### config.mk
export PLATFORM = sky130hd
export DESIGN_NAME = sorted_multiset_table_unit
export DESIGN_NICKNAME = d
export VERILOG_FILES = /design/src/rtl/smt_pkg.sv /design/src/rtl/smt_mem.sv /design/src/rtl/smt_alu.sv /design/src/rtl/smt_ctrl.sv /design/src/rtl/sorted_multiset_table_unit.sv
export SDC_FILE = /design/constraint.sdc
export NUM_CORES = 1
export LEC_CHECK = 0
export BUFFER_PORTS_ARGS = -buffer_cell sky130_fd_sc_hd__buf_2
export CAP_MARGIN = 10
export CORE_MARGIN = 2
export CORE_UTILIZATION = 55
export DETAILED_ROUTE_END_ITERATION = 8
export PLACE_DENSITY = 0.72
export SLEW_MARGIN = 10
export SYNTH_ARGS = -nofsm -noshare
export SYNTH_HDL_FRONTEND = slang
export SYNTH_SLANG_ARGS = --single-unit
export TNS_END_PERCENT = 1
### constraint.sdc
create_clock -name i_clk -period 8.85 [get_ports i_clk]
set_input_delay 1.3275 -clock i_clk [delete_from_list [all_inputs] [get_ports i_clk]]
set_output_delay 1.3275 -clock i_clk [all_outputs]
set_load 0.01 [all_outputs]
### src/rtl/smt_pkg.sv
package smt_pkg;

    localparam int DATA_W       = 32;
    localparam int CMD_W        = 3;
    localparam int STATUS_W     = 2;
    localparam int MATCH_W      = 5;
    localparam int MATCH_MAX    = 31;
    localparam int CAPACITY_DEF = 16;

    typedef enum logic [CMD_W-1:0] {
        CMD_INSERT    = 3'd0,
        CMD_REMOVE    = 3'd1,
        CMD_COUNT     = 3'd2,
        CMD_READ_ASC  = 3'd3,
        CMD_READ_DESC = 3'd4
    } t_cmd;

    typedef enum logic [STATUS_W-1:0] {
        ST_OK       = 2'd0,
        ST_FULL     = 2'd1,
        ST_NOTFOUND = 2'd2,
        ST_EMPTY    = 2'd3
    } t_status;

    typedef enum logic [2:0] {
        S_IDLE,
        S_INS,
        S_SCAN,
        S_READ,
        S_DONE
    } t_state;

    typedef struct packed {
        logic eq;
        logic lt;
    } t_cmp;

    typedef struct packed {
        t_status             status;
        logic [DATA_W-1:0]   value;
        logic [MATCH_W-1:0]  count;
        logic                last;
    } t_res;

endpackage

### src/rtl/smt_mem.sv
module smt_mem #(
    parameter int DEPTH = smt_pkg::CAPACITY_DEF,
    parameter int AW    = $clog2(DEPTH)
) (
    input  logic                      i_clk,
    input  logic                      i_we,
    input  logic [AW-1:0]             i_waddr,
    input  logic [smt_pkg::DATA_W-1:0] i_wdata,
    input  logic [AW-1:0]             i_raddr,
    output logic [smt_pkg::DATA_W-1:0] o_rdata
);

    logic [smt_pkg::DATA_W-1:0] r_mem [DEPTH];
    logic [smt_pkg::DATA_W-1:0] r_rdata;

    always_ff @(posedge i_clk) begin
        if (i_we) begin
            r_mem[i_waddr] <= i_wdata;
        end
    end

    always_ff @(posedge i_clk) begin
        r_rdata <= r_mem[i_raddr];
    end

    assign o_rdata = r_rdata;

endmodule

### src/rtl/smt_alu.sv
module smt_alu (
    input  logic [smt_pkg::DATA_W-1:0] i_a,
    input  logic [smt_pkg::DATA_W-1:0] i_b,
    output smt_pkg::t_cmp             o_cmp
);

    // signed order of the stored entry against the operand
    always_comb begin
        o_cmp.eq = (i_a == i_b);
        o_cmp.lt = ($signed(i_a) < $signed(i_b));
    end

endmodule

### src/rtl/smt_ctrl.sv
module smt_ctrl #(
    parameter int CAPACITY = smt_pkg::CAPACITY_DEF,
    parameter int AW       = $clog2(CAPACITY),
    parameter int CW       = $clog2(CAPACITY + 1)
) (
    input  logic                       i_clk,
    input  logic                       i_rst_n,
    input  logic                       i_in_valid,
    output logic                       o_in_ready,
    input  logic [smt_pkg::CMD_W-1:0]  i_command,
    input  logic [smt_pkg::DATA_W-1:0] i_operand_value,
    input  logic                       i_out_free,
    output logic                       o_load,
    output smt_pkg::t_res              o_res,
    output logic [AW-1:0]              o_raddr,
    input  logic [smt_pkg::DATA_W-1:0] i_rdata,
    output logic                       o_we,
    output logic [AW-1:0]              o_waddr,
    output logic [smt_pkg::DATA_W-1:0] o_wdata,
    output logic [smt_pkg::DATA_W-1:0] o_operand,
    input  smt_pkg::t_cmp              i_cmp
);

    localparam int SW = (CW > smt_pkg::MATCH_W) ? CW : smt_pkg::MATCH_W;

    smt_pkg::t_state            r_state, n_state;
    smt_pkg::t_cmd              r_cmd, n_cmd;
    logic [smt_pkg::DATA_W-1:0] r_operand, n_operand;
    logic [CW-1:0]              r_fill, n_fill;
    logic [AW-1:0]              r_rd_idx, n_rd_idx;
    logic [CW-1:0]              r_ptr, n_ptr;
    logic [CW-1:0]              r_left, n_left;
    logic [CW-1:0]              r_hits, n_hits;
    smt_pkg::t_res              r_pend, n_pend;

    // next state
    always_comb begin
        n_state = r_state;
        unique case (r_state)
            smt_pkg::S_IDLE: begin
                if (i_in_valid) begin
                    unique case (i_command) inside
                        smt_pkg::CMD_INSERT: begin
                            n_state = (r_fill == CW'(CAPACITY)) ? smt_pkg::S_DONE
                                                                : smt_pkg::S_INS;
                        end
                        smt_pkg::CMD_REMOVE, smt_pkg::CMD_COUNT: begin
                            n_state = (r_fill == '0) ? smt_pkg::S_DONE : smt_pkg::S_SCAN;
                        end
                        smt_pkg::CMD_READ_ASC, smt_pkg::CMD_READ_DESC: begin
                            n_state = (r_fill == '0) ? smt_pkg::S_DONE : smt_pkg::S_READ;
                        end
                        default: n_state = smt_pkg::S_IDLE;
                    endcase
                end
            end
            smt_pkg::S_INS: begin
                if (r_ptr == '0 || i_cmp.lt) begin
                    n_state = smt_pkg::S_DONE;
                end
            end
            smt_pkg::S_SCAN: begin
                if (r_left == CW'(1)) begin
                    n_state = smt_pkg::S_DONE;
                end
            end
            smt_pkg::S_READ: begin
                if (i_out_free && r_left == CW'(1)) begin
                    n_state = smt_pkg::S_IDLE;
                end
            end
            smt_pkg::S_DONE: begin
                if (i_out_free) begin
                    n_state = smt_pkg::S_IDLE;
                end
            end
            default: n_state = smt_pkg::S_IDLE;
        endcase
    end

    // datapath and outputs
    always_comb begin
        logic [SW-1:0]               hits_x;
        logic [smt_pkg::MATCH_W-1:0] hits_sat;
        logic                        is_remove;

        n_cmd     = r_cmd;
        n_operand = r_operand;
        n_fill    = r_fill;
        n_rd_idx  = r_rd_idx;
        n_ptr     = r_ptr;
        n_left    = r_left;
        n_hits    = r_hits;
        n_pend    = r_pend;
        o_we      = 1'b0;
        o_waddr   = r_ptr[AW-1:0];
        o_wdata   = i_rdata;
        o_load    = 1'b0;
        o_res     = r_pend;
        is_remove = (r_cmd == smt_pkg::CMD_REMOVE);
        hits_x    = '0;
        hits_sat  = '0;

        unique case (r_state)
            smt_pkg::S_IDLE: begin
                if (i_in_valid) begin
                    n_cmd     = smt_pkg::t_cmd'(i_command);
                    n_operand = i_operand_value;
                    n_ptr     = '0;
                    n_hits    = '0;
                    n_left    = r_fill;
                    unique case (i_command) inside
                        smt_pkg::CMD_INSERT: begin
                            // fill from the top slot downwards
                            n_ptr    = r_fill;
                            n_rd_idx = AW'(r_fill - CW'(1));
                            n_pend   = '{status: (r_fill == CW'(CAPACITY)) ? smt_pkg::ST_FULL
                                                                          : smt_pkg::ST_OK,
                                         value: '0, count: '0, last: 1'b1};
                        end
                        smt_pkg::CMD_REMOVE, smt_pkg::CMD_COUNT: begin
                            n_rd_idx = '0;
                            n_pend   = '{status: (i_command == smt_pkg::CMD_REMOVE)
                                                 ? smt_pkg::ST_NOTFOUND : smt_pkg::ST_OK,
                                         value: '0, count: '0, last: 1'b1};
                        end
                        smt_pkg::CMD_READ_ASC: begin
                            n_rd_idx = '0;
                            n_pend   = '{status: smt_pkg::ST_EMPTY, value: '0, count: '0,
                                         last: 1'b1};
                        end
                        smt_pkg::CMD_READ_DESC: begin
                            n_rd_idx = AW'(r_fill - CW'(1));
                            n_pend   = '{status: smt_pkg::ST_EMPTY, value: '0, count: '0,
                                         last: 1'b1};
                        end
                        default: n_cmd = r_cmd;
                    endcase
                end
            end
            smt_pkg::S_INS: begin
                o_we    = 1'b1;
                o_waddr = r_ptr[AW-1:0];
                if (r_ptr == '0 || i_cmp.lt) begin
                    o_wdata = r_operand;
                    n_fill  = r_fill + CW'(1);
                end else begin
                    // entry not below the operand moves up one slot
                    o_wdata  = i_rdata;
                    n_ptr    = r_ptr - CW'(1);
                    n_rd_idx = AW'(r_ptr - CW'(2));
                end
            end
            smt_pkg::S_SCAN: begin
                if (is_remove && !i_cmp.eq) begin
                    o_we    = 1'b1;
                    o_waddr = r_ptr[AW-1:0];
                    n_ptr   = r_ptr + CW'(1);
                end
                if (i_cmp.eq) begin
                    n_hits = r_hits + CW'(1);
                end
                n_left   = r_left - CW'(1);
                n_rd_idx = r_rd_idx + AW'(1);
                hits_x   = SW'(n_hits);
                hits_sat = (hits_x > SW'(smt_pkg::MATCH_MAX))
                         ? smt_pkg::MATCH_W'(smt_pkg::MATCH_MAX)
                         : smt_pkg::MATCH_W'(hits_x);
                if (r_left == CW'(1)) begin
                    if (is_remove) begin
                        n_fill = n_ptr;
                    end
                    n_pend = '{status: (is_remove && n_hits == '0) ? smt_pkg::ST_NOTFOUND
                                                                   : smt_pkg::ST_OK,
                               value: '0, count: hits_sat, last: 1'b1};
                end
            end
            smt_pkg::S_READ: begin
                if (i_out_free) begin
                    o_load   = 1'b1;
                    o_res    = '{status: smt_pkg::ST_OK, value: i_rdata, count: '0,
                                 last: (r_left == CW'(1))};
                    n_left   = r_left - CW'(1);
                    n_rd_idx = (r_cmd == smt_pkg::CMD_READ_DESC) ? r_rd_idx - AW'(1)
                                                                  : r_rd_idx + AW'(1);
                end
            end
            smt_pkg::S_DONE: begin
                if (i_out_free) begin
                    o_load = 1'b1;
                end
            end
            default: n_cmd = r_cmd;
        endcase
    end

    assign o_in_ready = (r_state == smt_pkg::S_IDLE);
    // address presented now, so the registered read data matches r_rd_idx
    assign o_raddr    = n_rd_idx;
    assign o_operand  = r_operand;

    always_ff @(posedge i_clk) begin
        if (!i_rst_n) begin
            r_state <= smt_pkg::S_IDLE;
            r_fill  <= '0;
        end else begin
            r_state <= n_state;
            r_fill  <= n_fill;
        end
    end

    always_ff @(posedge i_clk) begin
        r_cmd     <= n_cmd;
        r_operand <= n_operand;
        r_rd_idx  <= n_rd_idx;
        r_ptr     <= n_ptr;
        r_left    <= n_left;
        r_hits    <= n_hits;
        r_pend    <= n_pend;
    end

endmodule

### src/rtl/sorted_multiset_table_unit.sv
// sequence: insert shifts each entry not below the operand up one slot, then writes it,
//   remove and count scan every stored entry, and reads give one entry per cycle
//   while the output is taken
// throughput: one command at a time through the single table read port and comparator;
//   the next command is taken the cycle after the last result enters the output register
// reset: synchronous active low, empties the table at once; table contents are not cleared
module sorted_multiset_table_unit #(
    parameter int CAPACITY = smt_pkg::CAPACITY_DEF
) (
    input  logic                              i_clk,
    input  logic                              i_rst_n,
    input  logic                              i_in_valid,
    output logic                              o_in_ready,
    input  logic [smt_pkg::CMD_W-1:0]         i_command,
    input  logic signed [smt_pkg::DATA_W-1:0] i_operand_value,
    output logic                              o_out_valid,
    input  logic                              i_out_ready,
    output logic [smt_pkg::STATUS_W-1:0]      o_status,
    output logic signed [smt_pkg::DATA_W-1:0] o_entry_value,
    output logic [smt_pkg::MATCH_W-1:0]       o_match_count,
    output logic                              o_last
);

    localparam int AW = $clog2(CAPACITY);
    localparam int CW = $clog2(CAPACITY + 1);

    logic                       out_free;
    logic                       load;
    smt_pkg::t_res              res;
    logic [AW-1:0]              raddr;
    logic [smt_pkg::DATA_W-1:0] rdata;
    logic                       we;
    logic [AW-1:0]              waddr;
    logic [smt_pkg::DATA_W-1:0] wdata;
    logic [smt_pkg::DATA_W-1:0] operand;
    smt_pkg::t_cmp              cmp;

    logic                       r_out_valid;
    smt_pkg::t_res              r_out;

    smt_ctrl #(
        .CAPACITY (CAPACITY),
        .AW       (AW),
        .CW       (CW)
    ) u_ctrl (
        .i_clk           (i_clk),
        .i_rst_n         (i_rst_n),
        .i_in_valid      (i_in_valid),
        .o_in_ready      (o_in_ready),
        .i_command       (i_command),
        .i_operand_value (i_operand_value),
        .i_out_free      (out_free),
        .o_load          (load),
        .o_res           (res),
        .o_raddr         (raddr),
        .i_rdata         (rdata),
        .o_we            (we),
        .o_waddr         (waddr),
        .o_wdata         (wdata),
        .o_operand       (operand),
        .i_cmp           (cmp)
    );

    smt_mem #(
        .DEPTH (CAPACITY),
        .AW    (AW)
    ) u_mem (
        .i_clk   (i_clk),
        .i_we    (we),
        .i_waddr (waddr),
        .i_wdata (wdata),
        .i_raddr (raddr),
        .o_rdata (rdata)
    );

    smt_alu u_alu (
        .i_a   (rdata),
        .i_b   (operand),
        .o_cmp (cmp)
    );

    // output register parts the sequencer from the result channel
    assign out_free = !r_out_valid || i_out_ready;

    always_ff @(posedge i_clk) begin
        if (!i_rst_n) begin
            r_out_valid <= 1'b0;
        end else if (load) begin
            r_out_valid <= 1'b1;
        end else if (i_out_ready) begin
            r_out_valid <= 1'b0;
        end
    end

    always_ff @(posedge i_clk) begin
        if (load) begin
            r_out <= res;
        end
    end

    assign o_out_valid   = r_out_valid;
    assign o_status      = r_out.status;
    assign o_entry_value = r_out.value;
    assign o_match_count = r_out.count;
    assign o_last        = r_out.last;

endmodule

==> results of run 1 <==
==> layer usage <==
metal  vias up  GRT usage, %
met4         0          8.98
met3       132          3.80
met2       603          39.8
li1       7131             -
met1      7805          32.8
met5         -             0
==> metrics by stage <==
step / area, um^2 / worst slack, ns / total power, mW
finish: 30700 / 3.93 / 9.67
global placement: 28600 / 3.79 / 6.88
floorplan: 27200 / 4.45 / 6.19
global route: 30700 / 3.67 / 10.1
CTS: 30700 / 3.92 / 9.71
detailed placement: 28600 / 3.74 / 6.96
==> cells in the mapped netlist (5+ instances only) <==
cell        n  area [um^2]
buf_1      10         37.5
nand3_1    12         60.1
a21oi_1    31          155
ha_1       46          576
mux2i_1   132         1320
nand2b_1   10         62.6
buf_4      13         97.6
nor2_1     60          225
mux2_1     71          800
and2_1     43          269
xnor2_1    14          123
dfxtp_1    45          901
o211ai_1  131          983
a21boi_0    6         45.0
nand4_1    41          257
nor3_1     21          105
nand2_1   200          751
xor2_1      7         61.3
clkbuf_1   47          176
o21a_1      5         37.5
buf_2      15         75.1
edfxtp_1  609        18300
o21ai_0    58          290
mux2_2     58          653
buf_6      12          135
inv_1      52          195
==> area by class of cell <==
| cell class | instances | area [um^2] | area share (%) |
|---|---|---|---|
| Multi-Input combinational cell | 1011 | 7480 | 24.4 |
| Clock inverter | 37 | 332 | 1.08 |
| Inverter | 52 | 195 | 0.636 |
| Sequential cell | 654 | 19200 | 62.5 |
| Tap cell | 664 | 831 | 2.71 |
| Timing Repair Buffer | 138 | 861 | 2.80 |
| Clock buffer | 87 | 1820 | 5.94 |
==> registers in the layout (all words and copies together), names as in the netlist <==
register and flops:
u_mem.r_mem 512, u_ctrl.r_pend 7, u_ctrl.r_ptr 5, o_out_valid 1, u_ctrl.r_state 3, u_ctrl.r_fill 5
u_ctrl.r_cmd 3, u_mem.o_rdata 32, o_last 1, u_ctrl.r_rd_idx 4, u_ctrl.o_operand 32, o_entry_value 32
u_ctrl.r_left 5, o_status 2, u_ctrl.r_hits 5, o_match_count 5
==> layout by cell type (no fill, tap or decap), types with 31 or more instances in the layout <==
cell type,count
a21oi_1,31
and2_1,42
buf_2,80
buf_4,56
clkbuf_16,68
dfxtp_1,45
edfxtp_1,609
ha_1,46
inv_1,52
mux2_1,71
mux2_2,58
mux2i_1,132
nand2_1,199
nand4_1,41
nor2_1,44
o211ai_1,131
o21ai_0,57
==> power breakdown <==
| part | switching [mW] | internal, mW | total, mW | leakage [nW] |
|---|---|---|---|---|
| Clock | 1.15 | 1.61 | 2.75 | 1.06 |
| Combinational | 1.81 | 1.04 | 2.85 | 4.29 |
| Sequential | 0.125 | 3.94 | 4.06 | 5.92 |
==> kinds of logic after synthesis <==
kind of cell | count (synthesis) | synth area share [%]
AOI/OAI and AO/OA | 272 | 6.85
xor gates and xnor gates | 21 | 0.676
adders and majority gates | 46 | 2.11
buffers and inverters | 149 | 2.63
DFF | 654 | 70.5
muxes | 261 | 10.2
and+or+nand+nor | 411 | 7.03
==> worst max-delay path by stage <==
stage	to	slack, ns	cells after the start
3_5_place_dp	u_mem.o_rdata[27]	3.74	11
6_report	u_mem.o_rdata[27]	3.93	12
2_1_floorplan	u_mem.r_mem[0][0]	4.45	10
4_1_cts	u_mem.o_rdata[24]	3.92	12
5_1_grt	u_mem.o_rdata[27]	3.67	12
3_3_place_gp	u_mem.o_rdata[22]	3.79	11
==> worst max-delay path, cell delays in order (launching register included) <==
cell      delay [ns]
edfxtp_1        0.32
inv_1           0.05
ha_1            0.29
a21oi_1         0.07
o21ai_0         0.82
a21oi_1         0.32
nand3_1         0.17
nand2_1         0.11
o211ai_4        0.94
buf_4           0.87
mux2_2          0.42
o211ai_1        0.20
nand4_1         0.13
==> flow_summary.json, run 1 <==
{
  "outcome": "completed",
  "track_usage_pct": 24.2,
  "tightest_slew_ns": 1.21,
  "min_period_over_period_pct": 55.5,
  "skew_ns": 0.0118,
  "wl_met2_um": 29400,
  "worst_ep_required_time_ns": 9.30,
  "min_period_ns": 4.92,
  "routed_wl_um": 61000,
  "min-delay-path-class": "reg2reg",
  "dp_hpwl_um": 32100,
  "synth_area_um2": 27200,
  "grt_pass1_vias": 15200,
  "max_freq_mhz": 203,
  "numCtsBuffers": 67,
  "fp-row-count": 81,
  "ios": 81,
  "core_um2": 48800,
  "clk_latency_ns": 0.59,
  "powerDensity_nw_per_um2": 315,
  "rsz0062_at_grt": "false",
  "clkSlewWorstSetupHoldPaths_ns": 0.06,
  "finish.utilization_pct": 62.9,
  "dieWidth_um": 226,
  "max_slew_margin_pct": 19.1,
  "num-nets-final": 2009,
  "drive_gt1_share_pct": 16.4,
  "whs_ns": 0.521,
  "ctsHtreeMaxLevel": 3,
  "grt_pass1_wl_um": 91100,
  "ir_worst_vdd_mv": 0.355,
  "start_kind": "flip-flop",
  "crit_start": "u_ctrl.o_operand[17]",
  "holdPathEnd": "o_match_count[0]",
  "cts_setup_buffers": 0,
  "cts.sinks": 654,
  "holdPathStages": 1,
  "ctsResizeCount": 0,
  "syn-num-nets": 1899,
  "hold_viol": 0,
  "antenna_found_initial": 1,
  "root_buffer": "clkbuf_16",
  "p_leak_nw": 11.3,
  "drtAntennaViolNets": 0,
  "place.port_buffers": 80,
  "met3_length_um": 4150,
  "viasPerCell": 5.93,
  "highest_layer": "met4",
  "n_fill_cell": 3549,
  "end_kind": "flip-flop",
  "regToRegEndpoint": "u_mem.o_rdata[27]",
  "die_h_um": 226,
  "min_from": "u_ctrl.r_pend[1]",
  "synth_edf_count": 609,
  "maxSlewViolCount": 0,
  "fin_tns_setup_ns": 0,
  "cts_tree": "done",
  "route.detailed.drc": 0,
  "synth_flop_cell": "edfxtp_1",
  "rr_worst_depth": 12,
  "worstSetupPathType": "reg2reg",
  "place_inst": 2519,
  "ys_seq_elements": 654,
  "worst_ep_arrival_time_ns": 5.36,
  "rr_startpoint": "u_ctrl.o_operand[17]",
  "stdcell_count": 2643,
  "crit_fanout": 62,
  "gr-total-overflow": 0,
  "clock_path_buffers": 3,
  "dr.pass1.iters": 6,
  "place_congestion": 0.833,
  "yosys_warnings": 0,
  "cts-hold-fix-buffers": 0,
  "syn_to_final_growth_pct": 12.8,
  "syn-instance-count": 1814,
  "syn_avg_cell_area_um2": 15.0,
  "setup_viol": 0,
  "grt_max_degree": 258,
  "start_util_pct": 55.7,
  "max_cap_viol_count": 0,
  "drt_iter0_markers": 1504,
  "drt-met1-wl_um": 25600,
  "worst-r2r-setup-slack_ns": 3.93,
  "synth_seq_area_share_pct": 70.5,
  "wire_per_inst_um": 23.1,
  "vias": 15700,
  "dieArea_um2": 51300,
  "diodes": 0,
  "ys_types": 63,
  "synthArstFlopShare_pct": 0
}
No activity file was read; power rests on OpenSTA's default activity.
==> inputs of run 2 (changes only) <==
==> constraint.sdc (replaced) <==
create_clock -name i_clk -period 4.65 [get_ports i_clk]
set_input_delay 0.6975 -clock i_clk [delete_from_list [all_inputs] [get_ports i_clk]]
set_output_delay 0.6975 -clock i_clk [all_outputs]
set_load 0.01 [all_outputs]
==> run 2 against run 1 <==
Worst hold slack lost 0.23 ns. Combinational power grew 100%. Clock skew grew 0.018 ns. Flip-flop and latch count is the same. Largest power group unchanged. Setup slack lost 3.3 ns. Global-route usage grew 1.0 points. Die area is the same.
==> flow_summary.json, run 2 (synthesis gave the netlist of run 1 again) <==
{
  "die_h_um": 226,
  "place_inst": 2541,
  "numCtsBuffers": 67,
  "outcome": "completed",
  "maxSlewViolCount": 0,
  "core_um2": 48800,
  "skew_ns": 0.0296,
  "grt_pass1_vias": 15300,
  "hold_viol": 0,
  "num-nets-final": 2031,
  "wire_per_inst_um": 23.9,
  "fp-row-count": 81,
  "track_usage_pct": 25.2,
  "min_period_over_period_pct": 87.0,
  "p_clk_share_pct": 26.6,
  "route.detailed.drc": 0,
  "setup_viol": 0,
  "antenna_found_initial": 1,
  "cpPeakStageDelay_ns": 0.47,
  "min-delay-path-class": "in2reg",
  "worst-r2r-setup-slack_ns": 0.61,
  "grt_pass1_wl_um": 94400,
  "p_seq_share_pct": 42.1,
  "p_leak_nw": 11.3,
  "rsz0062_at_grt": "false",
  "p_sw_mw": 5.93,
  "drtAntennaViolNets": 0,
  "worst_ep_required_time_ns": 5.07,
  "cts_setup_buffers": 0,
  "clk_latency_ns": 0.59,
  "min_period_ns": 4.04,
  "root_buffer": "clkbuf_16",
  "diodes": 0,
  "ctsHtreeMaxLevel": 3,
  "gr-total-overflow": 0,
  "cts_tree": "done",
  "powerDensity_nw_per_um2": 597,
  "routed_wl_um": 63600,
  "vias": 15800,
  "end_kind": "flip-flop",
  "dr.pass1.iters": 6,
  "drt_iter0_markers": 1493,
  "max_cap_viol_count": 0,
  "clkSlewWorstSetupHoldPaths_ns": 0.06,
  "cp_slowest_cell": "a2bb2oi_1",
  "start_kind": "flip-flop",
  "max_freq_mhz": 247,
  "dieWidth_um": 226,
  "place_congestion": 0.833,
  "ios": 81,
  "cts-hold-fix-buffers": 0,
  "dp_hpwl_um": 35200,
  "cts.sinks": 654,
  "path_cells": "inv_1 > ha_1 > nand4_2 > nor3_1 > a21oi_1 > a21oi_1 > a2bb2oi_1 > or2_2 > nand2_2 > buf_4 > buf_4 > o21ai_0 > buf_4",
  "ir_worst_vdd_mv": 0.350,
  "viasPerCell": 5.93,
  "max_slew_margin_pct": 33.2,
  "clock_path_buffers": 3,
  "crit_top_cell": "buf_4",
  "final_cell_mix": "609 x edfxtp_1, 199 x nand2_1, 132 x mux2i_1",
  "swShare_pct": 32.2,
  "ctsResizeCount": 0,
  "grt_max_degree": 82,
  "largest_reg_flops": 512,
  "stdcell_count": 2659,
  "start_util_pct": 55.7,
  "place.port_buffers": 80,
  "dieArea_um2": 51300,
  "comb_power_share_pct": 31.3,
  "tightest_slew_ns": 0.995,
  "final_common_cell": "edfxtp_1",
  "largest_register": "u_mem.r_mem",
  "worstSetupPathType": "reg2reg",
  "syn_to_final_growth_pct": 13.3,
  "crit_fanout": 27,
  "worst_ep_arrival_time_ns": 4.47,
  "drive_gt1_share_pct": 16.8,
  "power.internal_mw": 12.5,
  "fin_tns_setup_ns": 0,
  "whs_ns": 0.290
}
==> run 2: cell count changes in the layout (fill, tap and decap cells not counted), sizes merged <==
cell / previous run / this run
clkinvlp: 1 / 0
clkbuf: 87 / 91
buf: 138 / 160
clkinv: 26 / 24
inv: 57 / 55
bufinv: 5 / 0
==> run 2: cell type report <==
| type | instances | area, um^2 |
|---|---|---|
| flip-flops and latches | 654 | 19200 |
| fillers | 3564 | 18000 |
| multi-input cells | 1011 | 7470 |
| clock buffers | 91 | 1860 |
| repair buffers | 160 | 1150 |
| well taps | 664 | 831 |
| inverters | 52 | 195 |
| clock inverters | 27 | 134 |
==> run 2: power groups by stage <==
stage / registers (mW) / logic [mW] / clock network [mW]
finish: 7.75 / 5.76 / 4.91
CTS: 7.74 / 5.76 / 4.99
floorplan: 7.79 / 3.99 / 0
global route: 7.78 / 6.25 / 5.21
global placement: 7.86 / 5.56 / 0
detailed placement: 7.87 / 5.72 / 0
==> run 2: per-stage QoR <==
step / power [mW] / util (%) / worst slack (ns) / area [um^2]
floorplan: 11.8 / - / 0.252 / 27200
global placement: 13.4 / 59.0 / 0.664 / 28800
detailed placement: 13.6 / 59.0 / 0.704 / 28800
CTS: 18.5 / 63.1 / 0.680 / 30800
global route: 19.2 / 63.1 / 0.444 / 30800
finish: 18.4 / 63.1 / 0.606 / 30800
==> run 2: critical path: cells and delay by family, from the launching register on <==
kind,cells,cell delay [ns]
compound gates,4,1.22
simple gates,4,1.05
buf+inv,4,0.86
fa+ha+maj,1,0.41
flops,1,0.33
==> run 2: layer usage <==
layer	wire length [um]	global-route usage [%]
met4	1660	8.68
met3	4070	3.37
met1	27000	35.0
met2	30800	41.3
met5	0	0
==> run 2: worst paths after layout <==
kind                   startpoint  cells after the start                    to
max          u_ctrl.o_operand[31]                     13   u_mem.r_mem[14][13]
min           i_operand_value[10]                      1  u_ctrl.o_operand[10]
max reg2reg  u_ctrl.o_operand[31]                     13   u_mem.r_mem[14][13]
min reg2reg     u_ctrl.r_pend[38]                      1           o_status[0]
==> inputs of run 3 (changes only) <==
--- a/config.mk
+++ b/config.mk
@@ -10,7 +10,9 @@
 export CORE_MARGIN = 2
 export CORE_UTILIZATION = 55
 export DETAILED_ROUTE_END_ITERATION = 8
+export MAX_ROUTING_LAYER = met4
 export PLACE_DENSITY = 0.72
+export REMOVE_ABC_BUFFERS = 1
 export SLEW_MARGIN = 10
 export SYNTH_ARGS = -nofsm -noshare
 export SYNTH_HDL_FRONTEND = slang
==> run 3 against run 2 <==
Combinational power fell by 2%. Non-clock buffer count shrank 4. Worst hold slack worse by 0.014 ns. Critical path depth is 1 higher. Wire length fell by 0.10%. Clock skew decreased by 0.0039 ns. Critical endpoint is now u_mem.o_rdata[18].
==> flow_summary.json, run 3 (synthesis gave the netlist of run 1 again) <==
{
  "min-delay-path-class": "in2reg",
  "clock_path_buffers": 3,
  "drtAntennaViolNets": 0,
  "cts-hold-fix-buffers": 0,
  "max_cap_viol_count": 0,
  "ctsResizeCount": 0,
  "start_kind": "flip-flop",
  "dieArea_um2": 51300,
  "cts.sinks": 654,
  "worstSetupPathType": "reg2reg",
  "finish.utilization_pct": 63.4,
  "dr.pass1.iters": 5,
  "syn_to_final_growth_pct": 13.8,
  "worst-r2r-setup-slack_ns": 0.33,
  "num-nets-final": 2027,
  "maxSlewViolCount": 0,
  "holdPathEnd": "u_ctrl.o_operand[7]",
  "setup_viol": 0,
  "regToRegEndpoint": "u_mem.o_rdata[18]",
  "powerDensity_nw_per_um2": 597,
  "largest_register": "u_mem.r_mem",
  "vias": 15700,
  "dpl_worst_slack_ns": 0.309,
  "outcome": "completed",
  "fp-row-count": 81,
  "cts_tree": "done",
  "tightest_slew_ns": 0.998,
  "hold_viol": 0,
  "grt_max_degree": 83,
  "cts_setup_buffers": 0,
  "drt_iter0_markers": 1396,
  "final_cell_mix": "609 x edfxtp_1, 199 x nand2_1, 132 x mux2i_1",
  "ir_worst_vdd_mv": 0.368,
  "die_h_um": 226,
  "drive_gt1_share_pct": 16.9,
  "place_inst": 2537,
  "worst_slack_ns": 0.327,
  "rsz0062_at_grt": "false",
  "largest_reg_flops": 512,
  "core_um2": 48800,
  "clkSlewWorstSetupHoldPaths_ns": 0.06,
  "numCtsBuffers": 67,
  "holdPathStages": 1,
  "worst_ep_required_time_ns": 5.09,
  "track_usage_pct": 26.0,
  "routed_wl_um": 63500,
  "ios": 81,
  "min_from": "i_operand_value[7]",
  "place_congestion": 0.873,
  "clk_latency_ns": 0.60,
  "whs_ns": 0.276,
  "dp_hpwl_um": 35400,
  "max_slew_margin_pct": 33.3,
  "diodes": 0,
  "min_period_over_period_pct": 93.0,
  "dieWidth_um": 226,
  "stdcell_count": 2655,
  "crit_fanout": 19,
  "rr_startpoint": "u_ctrl.o_operand[7]",
  "max_freq_mhz": 231,
  "final_common_cell": "edfxtp_1",
  "end_kind": "flip-flop",
  "place.port_buffers": 80,
  "start_util_pct": 55.7,
  "min_period_ns": 4.32,
  "grt_pass1_wl_um": 94200,
  "root_buffer": "clkbuf_16",
  "wire_per_inst_um": 23.9,
  "rr_worst_depth": 14,
  "gr-total-overflow": 0,
  "worst_ep_arrival_time_ns": 4.77,
  "antenna_found_initial": 0,
  "skew_ns": 0.0257,
  "fin_tns_setup_ns": 0,
  "p_leak_nw": 11.4,
  "viasPerCell": 5.92,
  "route.detailed.drc": 0,
  "grt_pass1_vias": 15400,
  "ctsHtreeMaxLevel": 3
}
==> run 3: cell types whose count changed in the layout (fill, tap and decap cells not counted), sizes merged <==
| cell | before | now |
|---|---|---|
| buf | 160 | 156 |
| clkbuf | 91 | 86 |
| clkinv | 24 | 25 |
| bufinv | 0 | 4 |
==> run 3: worst max-delay path, cell delays in order (launching register included) <==
cell and delay, ns:
edfxtp_1 0.32, inv_1 0.05, ha_1 0.32, nand2_1 0.06, o21ai_0 0.63, a221oi_1 0.21, o211ai_1 0.29, a2bb2oi_1 0.18
or2_2 0.37, a311oi_1 0.56, inv_1 0.20, and2_2 0.45, buf_12 0.27, o211ai_1 0.10, nand4_1 0.15
==> run 3: how the worst max path moves through the flow <==
| stage | from | end | cells past startpoint |
|---|---|---|---|
| 6_report | u_ctrl.o_operand[7] | u_mem.o_rdata[18] | 14 |
| 3_5_place_dp | u_ctrl.o_operand[19] | u_mem.r_mem[4][31] | 11 |
| 3_3_place_gp | u_ctrl.o_operand[7] | u_mem.o_rdata[10] | 14 |
| 5_1_grt | u_ctrl.o_operand[6] | u_mem.o_rdata[10] | 14 |
| 2_1_floorplan | u_ctrl.r_ptr[0] | u_mem.o_rdata[0] | 10 |
| 4_1_cts | u_ctrl.o_operand[19] | u_mem.r_mem[10][31] | 11 |
==> run 3: metal layers <==
| layer | part of all wire [%] | vias up | track usage, % |
|---|---|---|---|
| met2 | 50 | 510 | 42.9 |
| met1 | 42 | 7917 | 33.4 |
| met5 | 0 | - | - |
| met3 | 5.4 | 113 | 3.42 |
| met4 | 2.8 | 0 | 9.13 |
| li1 | - | 7165 | - |
==> run 3: stage by stage <==
| stage | area [um^2] | power [mW] |
|---|---|---|
| after floorplan | 26700 | 11.7 |
| after global placement | 28900 | 13.3 |
| after detailed placement | 28900 | 13.5 |
| after CTS | 31000 | 18.6 |
| after global routing | 31000 | 19.3 |
| final | 31000 | 18.5 |
==> run 3: report_power, final <==
part	switching (mW)	internal, mW	leakage, nW
Clock	2.16	2.96	1.02
Sequential	0.259	7.49	5.92
Combinational	3.48	2.15	4.44
==> run 3: layout make-up <==
| cell class | count | area [um^2] |
|---|---|---|
| clock buffers | 86 | 1800 |
| clock inverters | 32 | 272 |
| fillers | 3529 | 17900 |
| inverters | 52 | 195 |
| multi-input cells | 1011 | 7470 |
| flip-flops and latches | 654 | 19200 |
| well taps | 664 | 831 |
| repair buffers | 156 | 1210 |
